### src/tlst_pkg.sv
// ----------------------------------------------------------------------------
// tlst_pkg
// Shared widths, state and opcode codes and the table control struct for the
// track lifecycle state table.
// ----------------------------------------------------------------------------
package tlst_pkg;

    localparam int ST_W     = 2;
    localparam int ID_W     = 6;
    localparam int POS_W    = 12;
    localparam int TIME_W   = 63;
    // a 6-bit identifier can only reach this many table entries
    localparam int ID_LIMIT = 64;

    typedef logic [ST_W-1:0] t_st;

    localparam t_st ST_DETECT = 2'd0;
    localparam t_st ST_TRACK  = 2'd1;
    localparam t_st ST_LOST   = 2'd2;
    localparam t_st ST_NONE   = 2'd3;

    localparam logic OP_DETECT = 1'b0;
    localparam logic OP_EOF    = 1'b1;

    typedef struct packed {
        logic rd_en;
        logic wr_en;
    } t_tbl_ctl;

endpackage

### src/tlst_table.sv
// ----------------------------------------------------------------------------
// tlst_table
// Per-ID table memory: one write port, one read port with a registered read
// and a valid bit per entry so that an unwritten entry reads as "none".
// ----------------------------------------------------------------------------
module tlst_table
    import tlst_pkg::*;
#(
    parameter int DEPTH = 64,
    parameter int AW    = 6,
    parameter int DW    = 28
) (
    input  logic          i_clk,
    input  logic          i_rst_n,
    input  t_tbl_ctl      i_ctl,
    input  logic [AW-1:0] i_rd_addr,
    input  logic [AW-1:0] i_wr_addr,
    input  logic [DW-1:0] i_wr_data,
    output logic [DW-1:0] o_rd_data,
    output logic          o_rd_valid
);

    logic [DW-1:0]    mem [DEPTH];
    logic [DEPTH-1:0] r_vld;
    logic [DW-1:0]    r_rd_data;
    logic             r_rd_valid;

    always_ff @(posedge i_clk) begin
        if (i_ctl.wr_en) begin
            mem[i_wr_addr] <= i_wr_data;
        end
    end

    always_ff @(posedge i_clk) begin
        if (i_ctl.rd_en) begin
            r_rd_data <= mem[i_rd_addr];
        end
    end

    always_ff @(posedge i_clk) begin
        if (!i_rst_n) begin
            r_vld      <= '0;
            r_rd_valid <= 1'b0;
        end else begin
            if (i_ctl.wr_en) begin
                r_vld[i_wr_addr] <= 1'b1;
            end
            if (i_ctl.rd_en) begin
                r_rd_valid <= r_vld[i_rd_addr];
            end
        end
    end

    assign o_rd_data  = r_rd_data;
    assign o_rd_valid = r_rd_valid;

endmodule

### src/track_lifecycle_state_table_core.sv
// ----------------------------------------------------------------------------
// track_lifecycle_state_table_core
// Per-ID track lifecycle table: detections are classed DETECT or TRACK
// against the previous frame, end of frame reports LOST IDs and rolls over.
//
//   channel  direction  handshake                 payload
//   input    in         i_in_valid / o_in_stall   opcode, id, x, y, time
//   output   out        o_out_valid / i_out_stall state, id, x, y, time, last
//
// A detection reads the entry of an in-range ID on the accepting edge; S_DET
// writes it back and loads the output register once that register is free.
// End of frame reads, checks and rewrites one of min(ID_COUNT, 64) table entries
// per cycle through the single read port; a second lost ID waits for the output.
// Output stalls add cycles only when a result is ready and the register is full.
// Reset clears the per-entry valid bits at once; no clearing pass.
// ----------------------------------------------------------------------------
module track_lifecycle_state_table_core
    import tlst_pkg::*;
#(
    parameter int ID_COUNT   = 64,
    parameter int COORD_BITS = 12
) (
    input  logic              i_clk,
    input  logic              i_rst_n,
    input  logic              i_in_valid,
    output logic              o_in_stall,
    input  logic              i_opcode,
    input  logic [ID_W-1:0]   i_tracking_id,
    input  logic [POS_W-1:0]  i_pos_x,
    input  logic [POS_W-1:0]  i_pos_y,
    input  logic [TIME_W-1:0] i_time_us,
    output logic              o_out_valid,
    input  logic              i_out_stall,
    output logic [ST_W-1:0]   o_track_state,
    output logic [ID_W-1:0]   o_out_id,
    output logic [POS_W-1:0]  o_out_x,
    output logic [POS_W-1:0]  o_out_y,
    output logic [TIME_W-1:0] o_out_time_us,
    output logic              o_last_of_run
);

    localparam int LIM   = (ID_COUNT < ID_LIMIT) ? ID_COUNT : ID_LIMIT;
    localparam int AW    = $clog2(LIM);
    localparam int CW    = (COORD_BITS < POS_W) ? COORD_BITS : POS_W;
    localparam int DW    = 2 * ST_W + 2 * CW;
    localparam int CMP_W = ID_W + 3;
    localparam logic [AW-1:0]    LAST_IDX = AW'(LIM - 1);
    localparam logic [CMP_W-1:0] ID_CNT_V = CMP_W'(ID_COUNT);

    localparam logic [1:0] S_IDLE    = 2'd0;
    localparam logic [1:0] S_DET     = 2'd1;
    localparam logic [1:0] S_SWP_EV  = 2'd2;
    localparam logic [1:0] S_SWP_END = 2'd3;

    logic [1:0]        r_state, n_state;
    logic [ID_W-1:0]   r_id;
    logic [CW-1:0]     r_x, r_y;
    logic [TIME_W-1:0] r_time;
    logic              r_in_rng;
    logic [AW-1:0]     r_idx, n_idx;

    logic              r_pend_vld;
    logic [AW-1:0]     r_pend_id;
    logic [CW-1:0]     r_pend_x, r_pend_y;

    logic              r_out_vld;
    t_st               r_out_st;
    logic [ID_W-1:0]   r_out_id;
    logic [POS_W-1:0]  r_out_x, r_out_y;
    logic [TIME_W-1:0] r_out_time;
    logic              r_out_last;

    t_tbl_ctl          tbl_ctl;
    logic [AW-1:0]     rd_addr, wr_addr;
    logic [DW-1:0]     wr_data, rd_data;
    logic              rd_valid;

    t_st               rd_prev, rd_cur, det_st;
    logic [CW-1:0]     rd_x, rd_y;
    logic              in_acc, in_rng, out_free, lost, sweep_go;
    logic              out_load, pend_load, pend_clr;
    t_st               ld_st;
    logic [ID_W-1:0]   ld_id;
    logic [POS_W-1:0]  ld_x, ld_y;
    logic              ld_last;

    tlst_table #(
        .DEPTH (LIM),
        .AW    (AW),
        .DW    (DW)
    ) u_table (
        .i_clk      (i_clk),
        .i_rst_n    (i_rst_n),
        .i_ctl      (tbl_ctl),
        .i_rd_addr  (rd_addr),
        .i_wr_addr  (wr_addr),
        .i_wr_data  (wr_data),
        .o_rd_data  (rd_data),
        .o_rd_valid (rd_valid)
    );

    assign o_in_stall = (r_state != S_IDLE);
    assign in_acc     = i_in_valid && !o_in_stall;
    assign in_rng     = ({3'b000, i_tracking_id} < ID_CNT_V);
    assign out_free   = !r_out_vld || !i_out_stall;

    // an entry never written reads as none in both frames
    assign rd_prev = rd_valid ? rd_data[DW-1 -: ST_W] : ST_NONE;
    assign rd_cur  = rd_valid ? rd_data[DW-ST_W-1 -: ST_W] : ST_NONE;
    assign rd_x    = rd_data[2*CW-1 -: CW];
    assign rd_y    = rd_data[CW-1:0];

    assign det_st  = (r_in_rng && (rd_prev == ST_DETECT || rd_prev == ST_TRACK))
                     ? ST_TRACK : ST_DETECT;
    assign lost    = (rd_prev == ST_DETECT || rd_prev == ST_TRACK) && (rd_cur == ST_NONE);
    // a second lost ID must first push the held one out
    assign sweep_go = !(lost && r_pend_vld && !out_free);

    always_comb begin
        n_state   = r_state;
        n_idx     = r_idx;
        tbl_ctl   = '0;
        rd_addr   = r_idx + AW'(1);
        wr_addr   = r_idx;
        wr_data   = {rd_cur, ST_NONE, rd_x, rd_y};
        out_load  = 1'b0;
        pend_load = 1'b0;
        pend_clr  = 1'b0;
        ld_st     = ST_LOST;
        ld_id     = ID_W'(r_pend_id);
        ld_x      = POS_W'(r_pend_x);
        ld_y      = POS_W'(r_pend_y);
        ld_last   = 1'b0;

        unique case (r_state)
            S_IDLE: begin
                if (in_acc) begin
                    if (i_opcode == OP_EOF) begin
                        tbl_ctl.rd_en = 1'b1;
                        rd_addr       = '0;
                        n_idx         = '0;
                        n_state       = S_SWP_EV;
                    end else begin
                        tbl_ctl.rd_en = in_rng;
                        rd_addr       = i_tracking_id[AW-1:0];
                        n_state       = S_DET;
                    end
                end
            end
            S_DET: begin
                wr_addr = r_id[AW-1:0];
                wr_data = {rd_prev, det_st, r_x, r_y};
                ld_st   = det_st;
                ld_id   = r_id;
                ld_x    = POS_W'(r_x);
                ld_y    = POS_W'(r_y);
                ld_last = 1'b1;
                if (out_free) begin
                    tbl_ctl.wr_en = r_in_rng;
                    out_load      = 1'b1;
                    n_state       = S_IDLE;
                end
            end
            S_SWP_EV: begin
                if (sweep_go) begin
                    // roll the entry over: this frame becomes previous
                    tbl_ctl.wr_en = 1'b1;
                    wr_data = {(lost ? ST_LOST : rd_cur), ST_NONE, rd_x, rd_y};
                    out_load  = lost && r_pend_vld;
                    pend_load = lost;
                    if (r_idx == LAST_IDX) begin
                        n_state = S_SWP_END;
                    end else begin
                        tbl_ctl.rd_en = 1'b1;
                        n_idx         = r_idx + AW'(1);
                    end
                end
            end
            S_SWP_END: begin
                ld_last = 1'b1;
                if (!r_pend_vld) begin
                    n_state = S_IDLE;
                end else if (out_free) begin
                    out_load = 1'b1;
                    pend_clr = 1'b1;
                    n_state  = S_IDLE;
                end
            end
            default: n_state = S_IDLE;
        endcase
    end

    always_ff @(posedge i_clk) begin
        if (!i_rst_n) begin
            r_state    <= S_IDLE;
            r_idx      <= '0;
            r_pend_vld <= 1'b0;
            r_out_vld  <= 1'b0;
        end else begin
            r_state <= n_state;
            r_idx   <= n_idx;
            if (pend_load) begin
                r_pend_vld <= 1'b1;
            end else if (pend_clr) begin
                r_pend_vld <= 1'b0;
            end
            if (out_load) begin
                r_out_vld <= 1'b1;
            end else if (!i_out_stall) begin
                r_out_vld <= 1'b0;
            end
        end
    end

    always_ff @(posedge i_clk) begin
        if (in_acc) begin
            r_id     <= i_tracking_id;
            r_x      <= i_pos_x[CW-1:0];
            r_y      <= i_pos_y[CW-1:0];
            r_time   <= i_time_us;
            r_in_rng <= in_rng;
        end
        if (pend_load) begin
            r_pend_id <= r_idx;
            r_pend_x  <= rd_x;
            r_pend_y  <= rd_y;
        end
        if (out_load) begin
            r_out_st   <= ld_st;
            r_out_id   <= ld_id;
            r_out_x    <= ld_x;
            r_out_y    <= ld_y;
            r_out_time <= r_time;
            r_out_last <= ld_last;
        end
    end

    assign o_out_valid   = r_out_vld;
    assign o_track_state = r_out_st;
    assign o_out_id      = r_out_id;
    assign o_out_x       = r_out_x;
    assign o_out_y       = r_out_y;
    assign o_out_time_us = r_out_time;
    assign o_last_of_run = r_out_last;

    a_pend_in_sweep: assert property (@(posedge i_clk) disable iff (!i_rst_n)
        r_pend_vld |-> (r_state == S_SWP_EV || r_state == S_SWP_END))
        else $error("held lost item outside the sweep");

    a_no_rw_clash: assert property (@(posedge i_clk) disable iff (!i_rst_n)
        (tbl_ctl.rd_en && tbl_ctl.wr_en) |-> (rd_addr != wr_addr))
        else $error("table read and write hit the same entry");

    a_det_last: assert property (@(posedge i_clk) disable iff (!i_rst_n)
        (r_state == S_DET && out_load) |=> (o_out_valid && o_last_of_run))
        else $error("detection result not marked last");

    a_no_none_out: assert property (@(posedge i_clk) disable iff (!i_rst_n)
        o_out_valid |-> (o_track_state != ST_NONE))
        else $error("result carries state none");

    a_wr_states: assert property (@(posedge i_clk) disable iff (!i_rst_n)
        tbl_ctl.wr_en |-> (r_state == S_DET || r_state == S_SWP_EV))
        else $error("table written outside a read-modify-write step");

endmodule

### config.mk
export PLATFORM = sky130hd
export DESIGN_NAME = track_lifecycle_state_table_core
export DESIGN_NICKNAME = d
export VERILOG_FILES = /design/src/tlst_pkg.sv /design/src/tlst_table.sv /design/src/track_lifecycle_state_table_core.sv
export SDC_FILE = /design/constraint.sdc
export NUM_CORES = 2
export LEC_CHECK = 0
export ABC_AREA = 1
export BUFFER_PORTS_ARGS = -buffer_cell sky130_fd_sc_hd__buf_4
export CAP_MARGIN = 20
export CORE_MARGIN = 2
export CORE_UTILIZATION = 25
export DETAILED_ROUTE_END_ITERATION = 7
export HOLD_SLACK_MARGIN = 0.12
export PLACE_DENSITY = 0.45
export SYNTH_ARGS = -nofsm -noshare
export SYNTH_HDL_FRONTEND = slang
export SYNTH_SLANG_ARGS = --single-unit
### constraint.sdc
create_clock -name i_clk -period 9.2 [get_ports i_clk]
set_input_delay 0.92 -clock i_clk [delete_from_list [all_inputs] [get_ports i_clk]]
set_output_delay 0.92 -clock i_clk [all_outputs]
set_load 0.05 [all_outputs]
==> impl_metrics.json <==
{
  "fin_crit_sh_pct": 55.4,
  "worstSetupPathType": "reg -> reg",
  "worstPathMaxFanout": 101,
  "required_ns": 9.93,
  "grt_pass1_wl_um": 376000,
  "synth_seq_cells": 2049,
  "cp_common_cell": "nand3_1",
  "leakage_nw": 30.2,
  "drc_errors": 0,
  "avgSynthCellArea_um2": 13.1,
  "final_common_cell": "edfxtp_1",
  "hold_path.class": "in -> reg",
  "maxCapViolations": 0,
  "area_delta_synth_final_pct": 16.8,
  "drt_iter0_markers": 5799,
  "path_cells": "inv_1, ha_1, nand2_4, clkinv_8, nand3_1, o21ai_4, inv_4, buf_4, buf_4, o211ai_1, nand3_1, nand3_1, nand2_1",
  "finalHoldViolCount": 0,
  "ys_warn_count": 0,
  "cts_buffers": 217,
  "slew_headroom_pct": 28.1,
  "place_hpwl_um": 147000,
  "ant_nets": 0,
  "ctsResizeCount": 0,
  "period_needed_ns": 5.10,
  "place_congestion": 0.842,
  "fin_tns_setup_ns": 0,
  "numClockSinks": 2049,
  "io_buffers": 195,
  "crit_slowest_cell": "buf_4",
  "io_pins": 196,
  "core-area_um2": 321000,
  "hold_buffers": 0,
  "power_mw": 37.8,
  "routedWlPerCell_um": 24.9,
  "via_count": 51100,
  "netlist_instances": 6166,
  "finClkSkew_ns": 0.0570,
  "hold_ws_ns": 0.219,
  "fin_nets": 6415,
  "status": "finished clean",
  "multiInputGateArea_um2": 17700,
  "hold_end": "r_time[10]$_DFFE_PN_",
  "fillCellCount": 32400,
  "seq_area_um2": 60800,
  "drive_gt1_share_pct": 11.7,
  "cts_tree": "done",
  "cp-start-kind": "flop",
  "timing.rr.end": "u_table.o_rd_data[11]$_DFFE_PP_",
  "syn-cell-area_um2": 80800,
  "htreeDepth": 4,
  "syn-num-nets": 6270,
  "critPathCaptureType": "flop",
  "clock-root-buffer": "clkbuf_16",
  "vias_per_cell": 4.73,
  "grt_max_degree": 181,
  "r2r_slack_ns": 4.10,
  "power.density_nw_per_um2": 400,
  "dr.pass1.iters": 6,
  "arrival_ns": 5.83,
  "worst_skew_pair.late_latency_ns": 0.88,
  "r2r-start": "r_state[0]$_SDFFE_PN0P_",
  "cts_buffer_depth": 3,
  "critPathMaxStageDelay_ns": 0.78,
  "ys_seq_area_share_pct": 75.2,
  "slew_viol_final": 0,
  "fin_area_um2": 94400,
  "grt_overflow_total": 0,
  "initial_core_util_pct": 25.1,
  "grtUsageTotal_pct": 16.0,
  "hold_start": "i_time_us[10]",
  "die_x_um": 573,
  "tightest_slew_ns": 1.08,
  "setup_viol": 0,
  "worstRegToRegCells": 13,
  "die_h_um": 573,
  "grt_antenna_before_repair": 34,
  "clk_pin_slew_ns": 0.06,
  "final_cell_mix": "1974 x edfxtp_1, 1290 x nor2_1, 631 x o21ai_0, 443 x o211ai_1, 399 x nand3_1",
  "postCtsSetupBuffers": 0,
  "ir_drop_v": 0.000305,
  "fmax_mhz": 196,
  "placed_area_um2": 87400,
  "first_global_vias": 48100,
  "rsz0062_at_grt": "no",
  "wl_um": 269000,
  "rows": 208,
  "hold_path_depth": 1,
  "ys_types": 37,
  "fp.dieArea_um2": 328000
}
-- layout make-up --
class / instances / area share, %
Clock buffer: 273 / 6.00
Clock inverter: 131 / 1.36
Multi-Input combinational cell: 3509 / 18.8
Timing Repair Buffer: 335 / 2.87
Sequential cell: 2049 / 64.4
Inverter: 199 / 0.826
Antenna cell: 13 / 0.0345
Tap cell: 4305 / 5.71
-- routing by layer --
metal / wire [µm] / share of wire, % / track usage [%] / vias to the layer above
met5: 57 / 0.021 / 0 / -
met4: 9090 / 3.4 / 5.32 / 10
met3: 20100 / 7.5 / 3.37 / 365
met2: 121000 / 45 / 24.7 / 1816
met1: 119000 / 44 / 22.1 / 26000
li1: - / - / - / 22900
-- worst max-delay path by stage --
stage | start | end | slack, ns | cells past startpoint
6_report | r_state[0]$_SDFFE_PN0P_ | u_table.o_rd_data[11]$_DFFE_PP_ | 4.10 | 13
5_1_grt | r_state[0]$_SDFFE_PN0P_ | u_table.o_rd_data[11]$_DFFE_PP_ | 3.80 | 15
4_1_cts | r_state[0]$_SDFFE_PN0P_ | u_table.o_rd_data[11]$_DFFE_PP_ | 3.99 | 13
3_5_place_dp | i_in_valid | u_table.o_rd_data[11]$_DFFE_PP_ | 3.75 | 12
3_3_place_gp | i_in_valid | u_table.o_rd_data[11]$_DFFE_PP_ | 3.71 | 12
2_1_floorplan | r_state[0]$_SDFFE_PN0P_ | o_last_of_run$_DFFE_PP_ | 3.33 | 8
-- flip-flops by register name, indices dropped and copies added, names as in the netlist --
register            cells
u_table.mem          1728
u_table.r_vld          64
o_out_time_us          63
r_time                 63
u_table.o_rd_data      27
o_out_x                12
o_out_y                12
r_pend_x               12
r_pend_y               12
r_x                    12
r_y                    12
o_out_id                6
r_id                    6
r_idx                   6
r_pend_id               6
o_track_state           2
r_state                 2
o_last_of_run           1
o_out_valid             1
r_pend_vld              1
u_table.o_rd_valid      1
-- power by group --
group | switching (mW) | leakage, nW | internal [mW]
Sequential | 0.341 | 18.5 | 13.2
Combinational | 12.3 | 8.33 | 3.24
Clock | 3.80 | 3.39 | 4.82
-- synthesized netlist by cell type (all sizes together) --
cell type / n / share of area, %
nand2: 297 / 1.5
xnor2: 1 / 0.011
nand4: 3 / 0.023
nand3: 399 / 2.5
a211oi: 4 / 0.037
a21oi: 41 / 0.25
o211a: 1 / 0.012
ha: 6 / 0.093
a31oi: 2 / 0.015
or2: 2 / 0.015
clkinv: 1 / 0.020
buf: 246 / 1.9
nand3b: 1 / 0.0093
o31ai: 1 / 0.0093
edfxtp: 1974 / 73
xor2: 1 / 0.011
nor4: 2 / 0.015
o21ai: 937 / 5.8
nor3: 8 / 0.050
nor2: 1317 / 6.1
dfxtp: 75 / 1.9
o211ai: 486 / 4.8
inv: 198 / 0.92
clkbuf: 163 / 0.79
-- per-stage QoR --
stage / setup slack, ns / std cells / util (%)
final: 4.10 / 10800 / 29.4
after global routing: 3.80 / 10800 / 29.4
after CTS: 3.99 / 10800 / 29.3
after detailed placement: 3.75 / 10400 / 27.2
after global placement: 3.71 / 10400 / 27.2
after floorplan: 3.33 / 6166 / -
-- critical path: cells and delay by family (launching register included) --
family / cells / cell delay (ns)
fa+ha+maj: 1 / 0.26
simple gates: 5 / 1.33
buf+inv: 5 / 2.48
flops: 1 / 0.38
compound gates: 2 / 0.29
-- cells by family after synthesis --
logic type / Yosys count / share of synthesized area [%]
and+or+nand+nor: 2029 / 10.2
buffers and inverters: 608 / 3.58
adders and majority gates: 6 / 0.0929
DFF: 2049 / 75.2
AOI/OAI and AO/OA: 1472 / 10.9
xor gates and xnor gates: 2 / 0.0217
Power figures use the tool's default switching activity.
